==> config.mk <==
export PLATFORM = sky130hd
export DESIGN_NAME = ecpt_ctrl
export DESIGN_NICKNAME = d
export VERILOG_FILES = /design/src/design/ecpt_pkg.sv /design/src/design/ecpt_ctrl.sv
export SDC_FILE = /design/constraint.sdc
export NUM_CORES = 1
export LEC_CHECK = 0
export BUFFER_PORTS_ARGS = -buffer_cell sky130_fd_sc_hd__buf_2
export CORE_AREA = 2 2 39 41
export CTS_CLUSTER_DIAMETER = 120
export DETAILED_ROUTE_END_ITERATION = 10
export DIE_AREA = 0 0 41 43
export PLACE_DENSITY = 0.55
export SLEW_MARGIN = 0
export SYNTH_ARGS = -nofsm -noshare
export SYNTH_HDL_FRONTEND = slang
export SYNTH_SLANG_ARGS = --single-unit
==> constraint.sdc <==
create_clock -name clock -period 3.2 [get_ports clock]
set_input_delay 0.16 -clock clock [delete_from_list [all_inputs] [get_ports clock]]
set_output_delay 0.16 -clock clock [all_outputs]
set_load 0.02 [all_outputs]
==> src/design/ecpt_pkg.sv <==
// Shared types and constants for the entity component presence table.
// Field widths, operation and status codes, controller state and the
// command/status structs between controller and datapath. No dependencies.
package ecpt_pkg;

   // Default sizing handed to the top level
   localparam int MAX_ENTITIES_DEF = 1024;
   localparam int TYPE_COUNT_DEF   = 32;

   // Fixed field widths
   localparam int KIND_W   = 3;
   localparam int ENT_W    = 10;
   localparam int CTYPE_W  = 5;
   localparam int MASK_W   = 32;
   localparam int STATUS_W = 2;

   // Stream word widths, padded to whole bytes
   localparam int REQ_DATA_W = 48;
   localparam int RSP_DATA_W = 16;

   typedef enum logic [KIND_W-1:0] {
      KIND_CREATE  = 3'd0,
      KIND_DESTROY = 3'd1,
      KIND_ADD     = 3'd2,
      KIND_REMOVE  = 3'd3,
      KIND_HAS     = 3'd4,
      KIND_QSTART  = 3'd5,
      KIND_QNEXT   = 3'd6,
      KIND_QRESET  = 3'd7
   } kind_type;

   typedef enum logic [STATUS_W-1:0] {
      STAT_OK        = 2'd0,
      STAT_FULL      = 2'd1,
      STAT_INVALID   = 2'd2,
      STAT_EXHAUSTED = 2'd3
   } status_type;

   typedef enum logic [2:0] {
      ST_CLEAR,
      ST_IDLE,
      ST_EXEC,
      ST_SCAN_RD,
      ST_SCAN_CHK
   } ctrl_state_type;

   // Controller to datapath
   typedef struct packed {
      logic clr_we;        // write zero at clear pointer, advance it
      logic accept;        // capture request word, read its entity
      logic op_fire;       // commit the captured operation, load result
      logic scan_step;     // read at scan position, advance it
      logic scan_hit;      // load found-entity result
      logic scan_exhaust;  // load query-exhausted result
   } ctrl_cmd_type;

   // Datapath to controller
   typedef struct packed {
      logic in_qnext;    // offered request is a query next
      logic clear_last;  // clear pointer at the last entry
      logic scan_end;    // scan position reached next free id
      logic scan_zero;   // scan position is the invalid id 0
      logic match;       // scanned mask holds all required bits
      logic slot_free;   // result register can take a word
   } dp_status_type;

endpackage

==> src/design/ecpt_ctrl.sv <==
// Controller state machine for the entity component presence table.
// Sequences clearing, operation execution and query scans; uses ecpt_pkg.
module ecpt_ctrl (
   input  logic                   clock,
   input  logic                   reset,
   input  logic                   req_tvalid,
   output logic                   req_tready,
   input  ecpt_pkg::dp_status_type sts,
   output ecpt_pkg::ctrl_cmd_type  cmd
);

   ecpt_pkg::ctrl_state_type state_ff, state_in;

   // State register
   always_ff @(posedge clock) begin
      if (reset) begin
         state_ff <= ecpt_pkg::ST_CLEAR;
      end else begin
         state_ff <= state_in;
      end
   end

   // Next state and commands
   always_comb begin
      state_in   = state_ff;
      cmd        = '0;
      req_tready = 1'b0;
      unique case (state_ff)
         ecpt_pkg::ST_CLEAR: begin
            cmd.clr_we = 1'b1;
            if (sts.clear_last) begin
               state_in = ecpt_pkg::ST_IDLE;
            end
         end
         ecpt_pkg::ST_IDLE: begin
            req_tready = 1'b1;
            if (req_tvalid) begin
               cmd.accept = 1'b1;
               state_in   = sts.in_qnext ? ecpt_pkg::ST_SCAN_RD : ecpt_pkg::ST_EXEC;
            end
         end
         ecpt_pkg::ST_EXEC: begin
            if (sts.slot_free) begin
               cmd.op_fire = 1'b1;
               state_in    = ecpt_pkg::ST_IDLE;
            end
         end
         ecpt_pkg::ST_SCAN_RD: begin
            if (sts.scan_end) begin
               if (sts.slot_free) begin
                  cmd.scan_exhaust = 1'b1;
                  state_in         = ecpt_pkg::ST_IDLE;
               end
            end else begin
               // id 0 is skipped without a check
               cmd.scan_step = 1'b1;
               if (!sts.scan_zero) begin
                  state_in = ecpt_pkg::ST_SCAN_CHK;
               end
            end
         end
         ecpt_pkg::ST_SCAN_CHK: begin
            if (sts.match) begin
               if (sts.slot_free) begin
                  cmd.scan_hit = 1'b1;
                  state_in     = ecpt_pkg::ST_IDLE;
               end
            end else begin
               state_in = ecpt_pkg::ST_SCAN_RD;
            end
         end
         default: begin
            state_in = ecpt_pkg::ST_CLEAR;
         end
      endcase
   end

endmodule

# ---- Word-level counts from Yosys, hierarchy flattened
# Cells that the tools add are included.
dict set report word_totals {
  in_bits 9
  word_cells 30
  register_bits 3
  output_inout_bits 7
}
dict set report op_classes {
  n_eq_ne 7
  muxes 20
  n_reduce_logical 2
}
# op count
set ops {}
lappend ops {{3-bit 2-to-1 mux} 6}
lappend ops {{3-bit one-hot mux with 5 select lines} 1}
lappend ops {{1-bit 2-to-1 mux} 13}
lappend ops {{3-bit by 2-bit equality test with 1-bit output (second input constant)} 2}
lappend ops {{2-bit != test (second input constant)} 2}
lappend ops {{3-bit by 1-bit equality test with 1-bit output (second input constant)} 1}
lappend ops {{3-bit equality test (second input constant)} 1}
lappend ops {{3-bit logical NOT} 1}
lappend ops {{3-bit != test (second input constant)} 1}
lappend ops {{3-bit AND reduction} 1}

# ---- Logic depth before layout (Yosys ltp)
# Gate-level depths: netlist (run 1).
dict set report depth {
  word_depth 3
  depth_mapped 5
  depth_no_buf 4
}

# ---- Worst setup path before layout (run 1)
# Ideal clock, no wire load.
dict set report synth_path {
  path_type {flip-flop to output port}
  start {register state_ff[1]}
  end {output cmd[1] in the netlist's numbering}
  stages_incl_launch_ff 4
  n_path_buf 1
  t_arrival_ns 1.166
  required_time_ns 3.040
  slack_ns 1.874
  cell_sequence {dfxtp_1 -> buf_6 -> or2_4 -> nor3_1}
}
# element line_no
set synth_rtl {}
lappend synth_rtl {{from (decl)} ecpt_ctrl.sv:12} ;# ecpt_pkg::ctrl_state_type state_ff, state_in;
lappend synth_rtl {{from (signal assigned)} ecpt_ctrl.sv:17} ;# state_ff <= ecpt_pkg::ST_CLEAR;
lappend synth_rtl {{from (signal assigned)} ecpt_ctrl.sv:19} ;# state_ff <= state_in;
lappend synth_rtl {{to (decl)} ecpt_ctrl.sv:9} ;# output ecpt_pkg::ctrl_cmd_type cmd

==> impl_metrics.csv, run 1 <==
group,metric,value,unit
outcome,status,"finished clean",
floorplan,die_w,41,um
hold_path,hold_class,"primary input to flip-flop",
final_layout,largest_register_ffs,3,
cts,cts_setup_buffers,0,
final_layout,drive_gt1_share,37.93,%
global_route,grt_pass1_wl,1283,um
synth,syn_area,299.0,sq um
worst_setup_path,cp_max_fo,11,
pwr,peakVddDrop,0.1696,mV
detailed_routing,drcViolationCount,0,
place,gp_congestion,0.7447,
worst_setup_path,critPathKind,"flip-flop to primary output",
final_layout,top_register,"state_ff",
place,port_buffers,15,
sta,slew_violations,0,
synth,synth_ff_type,"dfxtp_1",
floorplan,die-area,1763,sq um
sta,hold_viol,0,
final_layout,reg.largest.list,"state_ff (3)",
run,drv_cap,0,
sta,rsz0062_at_grt,"false",
cts,cts_resized,0,
cts,holdBufCountCts,0,
synth,avgSynthCellArea,7.120,sq um
synth,seq_area_frac_synth,20.08,%
final_layout,num-nets-final,68,
detailed_routing,vias,346,
cts,clock_sinks,3,
floorplan,ios,16,
floorplan,start_util,21.61,%
floorplan,core-area,1384,sq um
synth,yosysWarnings,0,
synth,synth-edff-count,0,
sta,finalSetupViolCount,0,
detailed_routing,viasPerCell,4.676,
synth,yosysUniqueCellTypes,24,
floorplan,die_h,43,um
place,place_inst,70,
synth,ys_ff_latch,3,
global_route,grt_start_max_net_pins,12,
sta,fmax,0.6417,GHz
worst_setup_path,reg2reg_depth,4,
final_layout,fillCellCount,162,
final_layout,diodes,0,
worst_setup_path,crit_path_start_kind,"flip-flop",
cts,clockRootBuffer,"clkbuf_4",
pwr,powerDensity,601.9,nW/um^2
detailed_routing,dr.pass1.iters,4,
cts,cts_tree,"yes",
sta,final.setup_skew,0.004358,ns
synth,ys_async_sr_fraction,0,%
cts,clock_latency,0.23,ns
cts,cts_buffers,3,
global_route,antenna_found_initial,0,
hold_path,worstHoldPathCells,2,
sta,fin_crit_sh,48.70,%
detailed_routing,antenna_left,0,
global_route,overflow,0,
detailed_routing,wl_per_cell,10.27,um
place,dp.final_hpwl,586.9,um
detailed_routing,routed_wl,760,um
final_layout,instances_no_fill,74,
global_route,grt_pass1_vias,325,
cts,clk_pin_slew,0.03,ns
sta,setup-tns-final,0,ns
pwr,p_leak,0.1871,nW
pwr,p_total,0.2365,mW
worst_setup_path,worst_ep_arrival_time,1.40,ns
final_layout,syn_to_final_growth,31.38,%
cts,clockBufferDepth,2,
global_route,grt_usage,10.31,%
detailed_routing,drt_iter0_markers,2,
synth,synth_nets,51,
synth,syn_inst,42,
cts,htree_levels,1,
sta,min_period,1.558,ns
sta,worst_slew_pin_slew,0.3549,ns
worst_setup_path,endpoint_kind,"primary output",
worst_setup_path,worstPathRequired,3.04,ns
floorplan,rows,14,
sta,slew_headroom,76.31,%
==> report_power, final <==
part / leakage [nW] / switching (mW) / total (mW) / internal [mW]
logic: 0.148 / 0.0591 / 0.108 / 0.0490
clock network: 0.0150 / 0.0176 / 0.0642 / 0.0466
registers: 0.0245 / 0.0194 / 0.0642 / 0.0448
==> final timing paths <==
| check | slack (ns) | start | endpoint |
|---|---|---|---|
| setup / recovery | 1.64 | state_ff[0] | cmd[4] |
| hold / removal | 0.12 | reset | state_ff[1] |
| hold reg to reg | 0.62 | state_ff[0] | state_ff[0] |
| setup reg to reg | 1.93 | state_ff[2] | state_ff[1] |
==> per-stage QoR <==
step | util [%] | hold slack, ns | instance area [sq um] | setup WS [ns]
after floorplan | - | 0.2291 | 299.0 | 1.874
after global placement | 26.49 | 0.3538 | 366.6 | 1.845
after detailed placement | 26.49 | 0.3571 | 366.6 | 1.864
after CTS | 28.39 | 0.1163 | 392.9 | 1.615
after global routing | 28.39 | 0.1271 | 392.9 | 1.504
final | 28.39 | 0.1230 | 392.9 | 1.642
==> metal layers <==
metal	GRT usage [%]	part of all wire [%]
met5	0	0
met4	4.000	0
met3	1.571	9.5
met2	15.94	45
met1	13.69	45
==> kinds of logic after synthesis <==
logic type             count (synthesis)  share of synthesized area, %
buffers and inverters                  4                         10.46
AOI/OAI and AO/OA                      9                         20.50
and+or+nand+nor                       26                         48.96
DFF                                    3                         20.08
==> worst max-delay path, stage by stage, from the launching register on <==
cell,delay (ns)
dfxtp_1,0.52
nor3b_2,0.33
and2_1,0.17
buf_2,0.16
==> synth_stat cells, types with 2 or more instances <==
library cell	number	area, sq um
dfxtp_1	3	60.06
o21ai_0	2	10.01
nand3b_1	2	15.01
buf_6	2	22.52
nor3_1	3	15.01
nor2_1	7	26.28
a21oi_1	2	10.01
nand2_1	5	18.77
==> cell type report <==
class | instances | area (sq um) | area share [%]
multi-input cells | 35 | 207.7 | 52.87
well taps | 16 | 20.02 | 5.096
repair buffers | 15 | 75.07 | 19.11
clock buffers | 4 | 26.28 | 6.688
inverters | 1 | 3.754 | 0.9554
flip-flops and latches | 3 | 60.06 | 15.29
==> placed cells by master (no fill, tap or decap), drive strengths merged, types with 2 or more instances in the layout <==
cell,count
a21oi,2
nor2,7
nor3b,2
buf,15
nand2,5
nand3b,2
nor3,3
o21ai,3
dfxtp,3
clkbuf,4
No activity file was read; power rests on OpenSTA's default activity.
==> run 2: changes to the inputs <==
Settings changed: ABC_AREA from default to 1.
Clock period 3.2 ns to 1.5 ns, I/O delays scaled along.
==> run 2 against run 1 <==
Utilization increased by 2.4 points. First-iteration DRC count increased to 3.5 times the previous value. Clock skew decreased by 0.0036 ns. Critical path type unchanged. Via count increased by 14%. Die area unchanged. Sequential power increased by 68%. Critical endpoint is now cmd[0]. Total power increased by 100%. Critical path depth increased by 3. Global-route usage increased by 0.32 points.
==> impl_metrics.csv, run 2 <==
group,metric,value,unit
cts,cts_resized,0,
sta,min_period,1.350,ns
pwr,p_comb_share,48.4,%
synth,avgSynthCellArea,5.871,sq um
final_layout,drive_gt1_share,40.85,%
synth,ys_ff_latch,3,
synth,synth_ff_type,"dfxtp_1",
outcome,status,"finished clean",
final_layout,finish.utilization,30.83,%
synth,synth_adder_area_share,0,%
global_route,antenna_found_initial,0,
pwr,pwr-share-clk,29.0,%
synth,synth_common_cells,"8 x inv_1, 7 x nand2_1, 7 x nor2_1",
pwr,power.switching,0.2035,mW
floorplan,ios,16,
sta,final.setup_skew,0.0007234,ns
place,port_buffers,15,
final_layout,reg.largest.list,"state_ff (3)",
final_layout,top_register,"state_ff",
worst_setup_path,critPathKind,"flip-flop to primary output",
synth,syn_area,305.3,sq um
global_route,use_met1,13.46,%
pwr,p_leak,0.2288,nW
pwr,p_total,0.4739,mW
global_route,overflow,0,
detailed_routing,wl_per_cell,9.483,um
global_route,use_met3,3.665,%
synth,post-synth-top-area-cell,"dfxtp_1",
global_route,gr-usage-met2,15.00,%
worst_setup_path,cp_max_fo,7,
final_layout,final_cell_mix,"15 x buf_2, 8 x inv_1, 7 x nor2_1, 7 x nand2_1",
sta,rsz0062_at_grt,"false",
pwr,peakVddDrop,0.4570,mV
worst_setup_path,worst_ep_arrival_time,1.27,ns
place,gp_congestion,0.8355,
detailed_routing,drt_iter0_markers,7,
synth,yosysUniqueCellTypes,19,
floorplan,rows,14,
global_route,grt_pass1_wl,1297,um
final_layout,diodes,0,
worst_setup_path,endpoint_kind,"primary output",
synth,seq_area_frac_synth,19.67,%
final_layout,fillCellCount,155,
sta,worst_slew_pin_slew,0.2502,ns
detailed_routing,dr.pass1.iters,4,
sta,finalSetupViolCount,0,
synth,synth_compound_area_share,11.89,%
cts,cts_buffers,3,
synth,synthXorXnorAreaFrac,0,%
cts,clockRootBuffer,"clkbuf_4",
sta,fmax,0.7410,GHz
detailed_routing,vias,395,
cts,clock_latency,0.23,ns
synth,synth_top_family_by_area,"simple AND/OR/NAND/NOR gates",
pwr,seqPwrFrac,22.7,%
synth,synth-edff-count,0,
sta,slew_violations,0,
cts,clock_sinks,3,
sta,slew_headroom,83.19,%
floorplan,start_util,22.06,%
place,dp.final_hpwl,673.2,um
synth,synth-simple-area-share,54.92,%
sta,setup-tns-final,0,ns
cts,clockBufferDepth,2,
final_layout,final_common_cell,"buf_2",
pwr,netSwitchingFraction,42.94,%
floorplan,die_w,41,um
global_route,grt_start_max_net_pins,8,
cts,clk_pin_slew,0.03,ns
cts,cts_setup_buffers,0,
pwr,powerDensity,1111,nW/um^2
synth,synthMuxAreaShare,0,%
synth,synth_nets,61,
detailed_routing,drcViolationCount,0,
synth,synth_most_common_cell,"inv_1",
detailed_routing,antenna_left,0,
detailed_routing,viasPerCell,4.540,
global_route,grt_pass1_vias,348,
hold_path,hold_class,"primary input to flip-flop",
detailed_routing,routed_wl,825,um
cts,holdBufCountCts,0,
sta,hold_viol,0,
cts,htree_levels,1,
final_layout,num-nets-final,81,
synth,ys_top_cells_by_area,"dfxtp_1 20%, inv_1 9.8%, nand2_1 8.6%",
floorplan,die-area,1763,sq um
final_layout,syn_to_final_growth,39.75,%
run,drv_cap,0,
pwr,p_int,0.2704,mW
worst_setup_path,worstPathRequired,1.42,ns
final_layout,largest_register_ffs,3,
sta,fin_crit_sh,89.97,%
floorplan,die_h,43,um
synth,syn_inst,52,
global_route,grt_usage,10.63,%
synth,ys_async_sr_fraction,0,%
synth,synth_top_area_share,19.67,%
global_route,top_usage_layer,"met2",
floorplan,core-area,1384,sq um
cts,cts_tree,"yes",
synth,yosysWarnings,0,
worst_setup_path,crit_path_start_kind,"flip-flop",
[run 2: cell types whose count changed after synthesis, sizes merged, moves of 2 or more]
| cell | before | now |
|---|---|---|
| nand4 | 0 | 3 |
| buf | 3 | 0 |
| nor2 | 7 | 10 |
| nand2 | 5 | 10 |
| nor3b | 2 | 0 |
| inv | 1 | 11 |
| nand3 | 1 | 4 |
[run 2: worst max-delay path: stages (launching register included)]
cell,delay [ns]
dfxtp_1,0.34
inv_2,0.14
nand2_2,0.06
nor2_1,0.15
nand2_1,0.10
nor2_1,0.09
buf_2,0.17
[run 2: per-stage QoR]
| stage | setup WS (ns) | hold slack (ns) | std cells | instance area, sq um |
|---|---|---|---|---|
| 4_1_cts | 0.1495 | 0.02160 | 87 | 426.7 |
| 2_1_floorplan | 0.2104 | 0.1374 | 52 | 305.3 |
| 3_5_place_dp | 0.3151 | 0.2654 | 83 | 400.4 |
| 6_report | 0.1504 | 0.02975 | 87 | 426.7 |
| 3_3_place_gp | 0.2879 | 0.2693 | 83 | 400.4 |
| 5_1_grt | 0.008127 | 0.03414 | 87 | 426.7 |
[run 2: power by group through the flow]
stage	Sequential [mW]	Combinational [mW]	Clock, mW
2_1_floorplan	0.105	0.169	0
3_3_place_gp	0.110	0.227	0
3_5_place_dp	0.109	0.228	0
4_1_cts	0.107	0.229	0.144
5_1_grt	0.111	0.255	0.154
6_report	0.108	0.229	0.137
[run 2: logic make-up (layout without fill, tap and decap cells)]
logic type	Yosys count	after routing
compound gates	6	6
buf+inv	11	30
flops	3	3
simple gates	32	32
[run 2: final cells by class]
| type | instances | area [sq um] | share of cell area [%] |
|---|---|---|---|
| inverters | 11 | 41.29 | 9.677 |
| repair buffers | 15 | 75.07 | 17.60 |
| clock buffers | 4 | 26.28 | 6.158 |
| flip-flops and latches | 3 | 60.06 | 14.08 |
| multi-input cells | 38 | 203.9 | 47.80 |
| well taps | 16 | 20.02 | 4.692 |
[run 2: path summary, 6_finish.rpt]
check | start | to | slack, ns | cells after the start
setup reg to reg | state_ff[0] | state_ff[0] | 0.31 | 8
hold reg to reg | state_ff[0] | state_ff[0] | 0.55 | 2
setup / recovery | state_ff[2] | cmd[0] | 0.15 | 6
hold / removal | reset | state_ff[0] | 0.03 | 2
[run 2: layer usage]
metal	vias up	routed length, um
met5	-	0
met4	0	0
met3	0	37
met2	11	427
met1	174	360
li1	210	-
==> run 3: changes to the inputs <==
Settings changed: BUFFER_PORTS_ARGS -buffer_cell sky130_fd_sc_hd__buf_2 to default, DONT_BUFFER_PORTS from default to 1, PLACE_DENSITY 0.55 to 0.45.
==> run 3 against run 2 <==
Fmax increased by 1.5%. Sequential share of layout area increased by 1.8 points. Combinational power decreased by 14%. Cell count decreased by 14%. Sequential power about the same. Final area decreased by 11%. Clock power about the same. Setup slack improved by 0.020 ns.
==> impl_metrics.csv, run 3 (synthesis results as in run 2) <==
group,metric,value,unit
outcome,status,"finished clean",
sta,min_period,1.329,ns
sta,final.setup.worst_slack,0.1705,ns
final_layout,diodes,0,
detailed_routing,drt_iter0_markers,2,
sta,slew_violations,0,
cts,clockBufferDepth,2,
final_layout,fin_area,379.1,sq um
cts,clock_sinks,3,
cts,clock_latency,0.23,ns
final_layout,largest_register_ffs,3,
sta,finalSetupViolCount,0,
place,pre_cts_slack,0.3299,ns
sta,slew_headroom,74.32,%
detailed_routing,drcViolationCount,0,
sta,setup-tns-final,0,ns
global_route,grt_start_max_net_pins,8,
final_layout,num-nets-final,69,
worst_setup_path,cp_max_fo,7,
place,placed_area,340.3,sq um
pwr,p_leak,0.1765,nW
floorplan,die-area,1763,sq um
sta,hold_viol,0,
detailed_routing,viasPerCell,4.560,
final_layout,top_register,"state_ff",
hold_path,hold_class,"primary input to flip-flop",
place,dp.final_hpwl,636.3,um
detailed_routing,vias,342,
sta,fmax,0.7522,GHz
final_layout,reg.largest.list,"state_ff (3)",
global_route,overflow,0,
sta,whs,0.07669,ns
pwr,p_total,0.4436,mW
sta,final.setup_skew,0.002741,ns
detailed_routing,dr.pass1.iters,2,
worst_setup_path,endpoint_kind,"primary output",
sta,rsz0062_at_grt,"false",
pwr,powerDensity,1170,nW/um^2
place,gp_congestion,0.6550,
final_layout,final_common_cell,"inv_1",
run,drv_cap,0,
detailed_routing,wl_per_cell,10.07,um
cts,cts_buffers,3,
cts,htree_levels,1,
floorplan,rows,14,
global_route,grt_pass1_vias,306,
cts,clk_pin_slew,0.04,ns
sta,fin_crit_sh,88.63,%
worst_setup_path,worstPathRequired,1.42,ns
floorplan,start_util,22.06,%
cts,clockRootBuffer,"clkbuf_4",
floorplan,ios,16,
floorplan,die_h,43,um
global_route,grt_usage,10.22,%
detailed_routing,routed_wl,755,um
place,port_buffers,0,
worst_setup_path,worst_ep_arrival_time,1.25,ns
worst_setup_path,critPathKind,"flip-flop to primary output",
detailed_routing,antenna_left,0,
floorplan,die_w,41,um
pwr,peakVddDrop,0.3626,mV
final_layout,final_cell_mix,"8 x inv_1, 7 x nand2_1, 6 x nor2_1",
floorplan,core-area,1384,sq um
worst_setup_path,crit_path_start_kind,"flip-flop",
global_route,antenna_found_initial,0,
final_layout,syn_to_final_growth,24.18,%
cts,cts_setup_buffers,0,
cts,cts_tree,"yes",
sta,worst_slew_pin_slew,0.3838,ns
global_route,grt_pass1_wl,1166,um
final_layout,drive_gt1_share,28.81,%
## run 3: where the power goes
| part | leakage, nW | total (mW) | internal (mW) | switching, mW |
|---|---|---|---|---|
| logic | 0.137 | 0.197 | 0.0591 | 0.138 |
| registers | 0.0245 | 0.107 | 0.0919 | 0.0154 |
| clock network | 0.0150 | 0.139 | 0.0995 | 0.0398 |
| total | 0.176 | 0.444 | 0.251 | 0.193 |
## run 3: final timing paths
path | from | to | slack, ns | cells past startpoint
max | state_ff[2] | cmd[0] | 0.17 | 5
min | sts[3] | state_ff[1] | 0.08 | 3
max reg2reg | state_ff[2] | state_ff[1] | 0.33 | 8
min reg2reg | state_ff[0] | state_ff[0] | 0.54 | 2
## run 3: final cells by class
cell class | count | area [sq um]
fillers | 164 | 1005
multi-input cells | 38 | 206.4
flip-flops and latches | 3 | 60.06
inverters | 11 | 41.29
clock buffers | 4 | 26.28
repair buffers | 3 | 25.02
well taps | 16 | 20.02
## run 3: metal layers
layer / wire length [um] / track usage, %
met4: 0 / 4.000
met2: 362 / 14.37
met5: 0 / 0
met1: 336 / 11.18
met3: 56 / 7.853
## run 3: repair_timing
action | CTS | global route
hold buffers | 1 | 0
resized for setup | 0 | 1
endpoints found under the hold margin | 3 | 0
setup endpoints to repair | 0 | 1
## run 3: stage by stage
step	cells	utilization [%]
floorplan	52	-
global placement	70	24.59
detailed placement	70	24.59
CTS	75	27.22
global route	75	27.40
finish	75	27.40
## run 3: worst max-delay path, cell delays in order, from the launching register on
cell,delay [ns]
dfxtp_1,0.35
inv_2,0.14
nand2_2,0.07
nor2_1,0.14
nand2_1,0.11
nor2_2,0.22
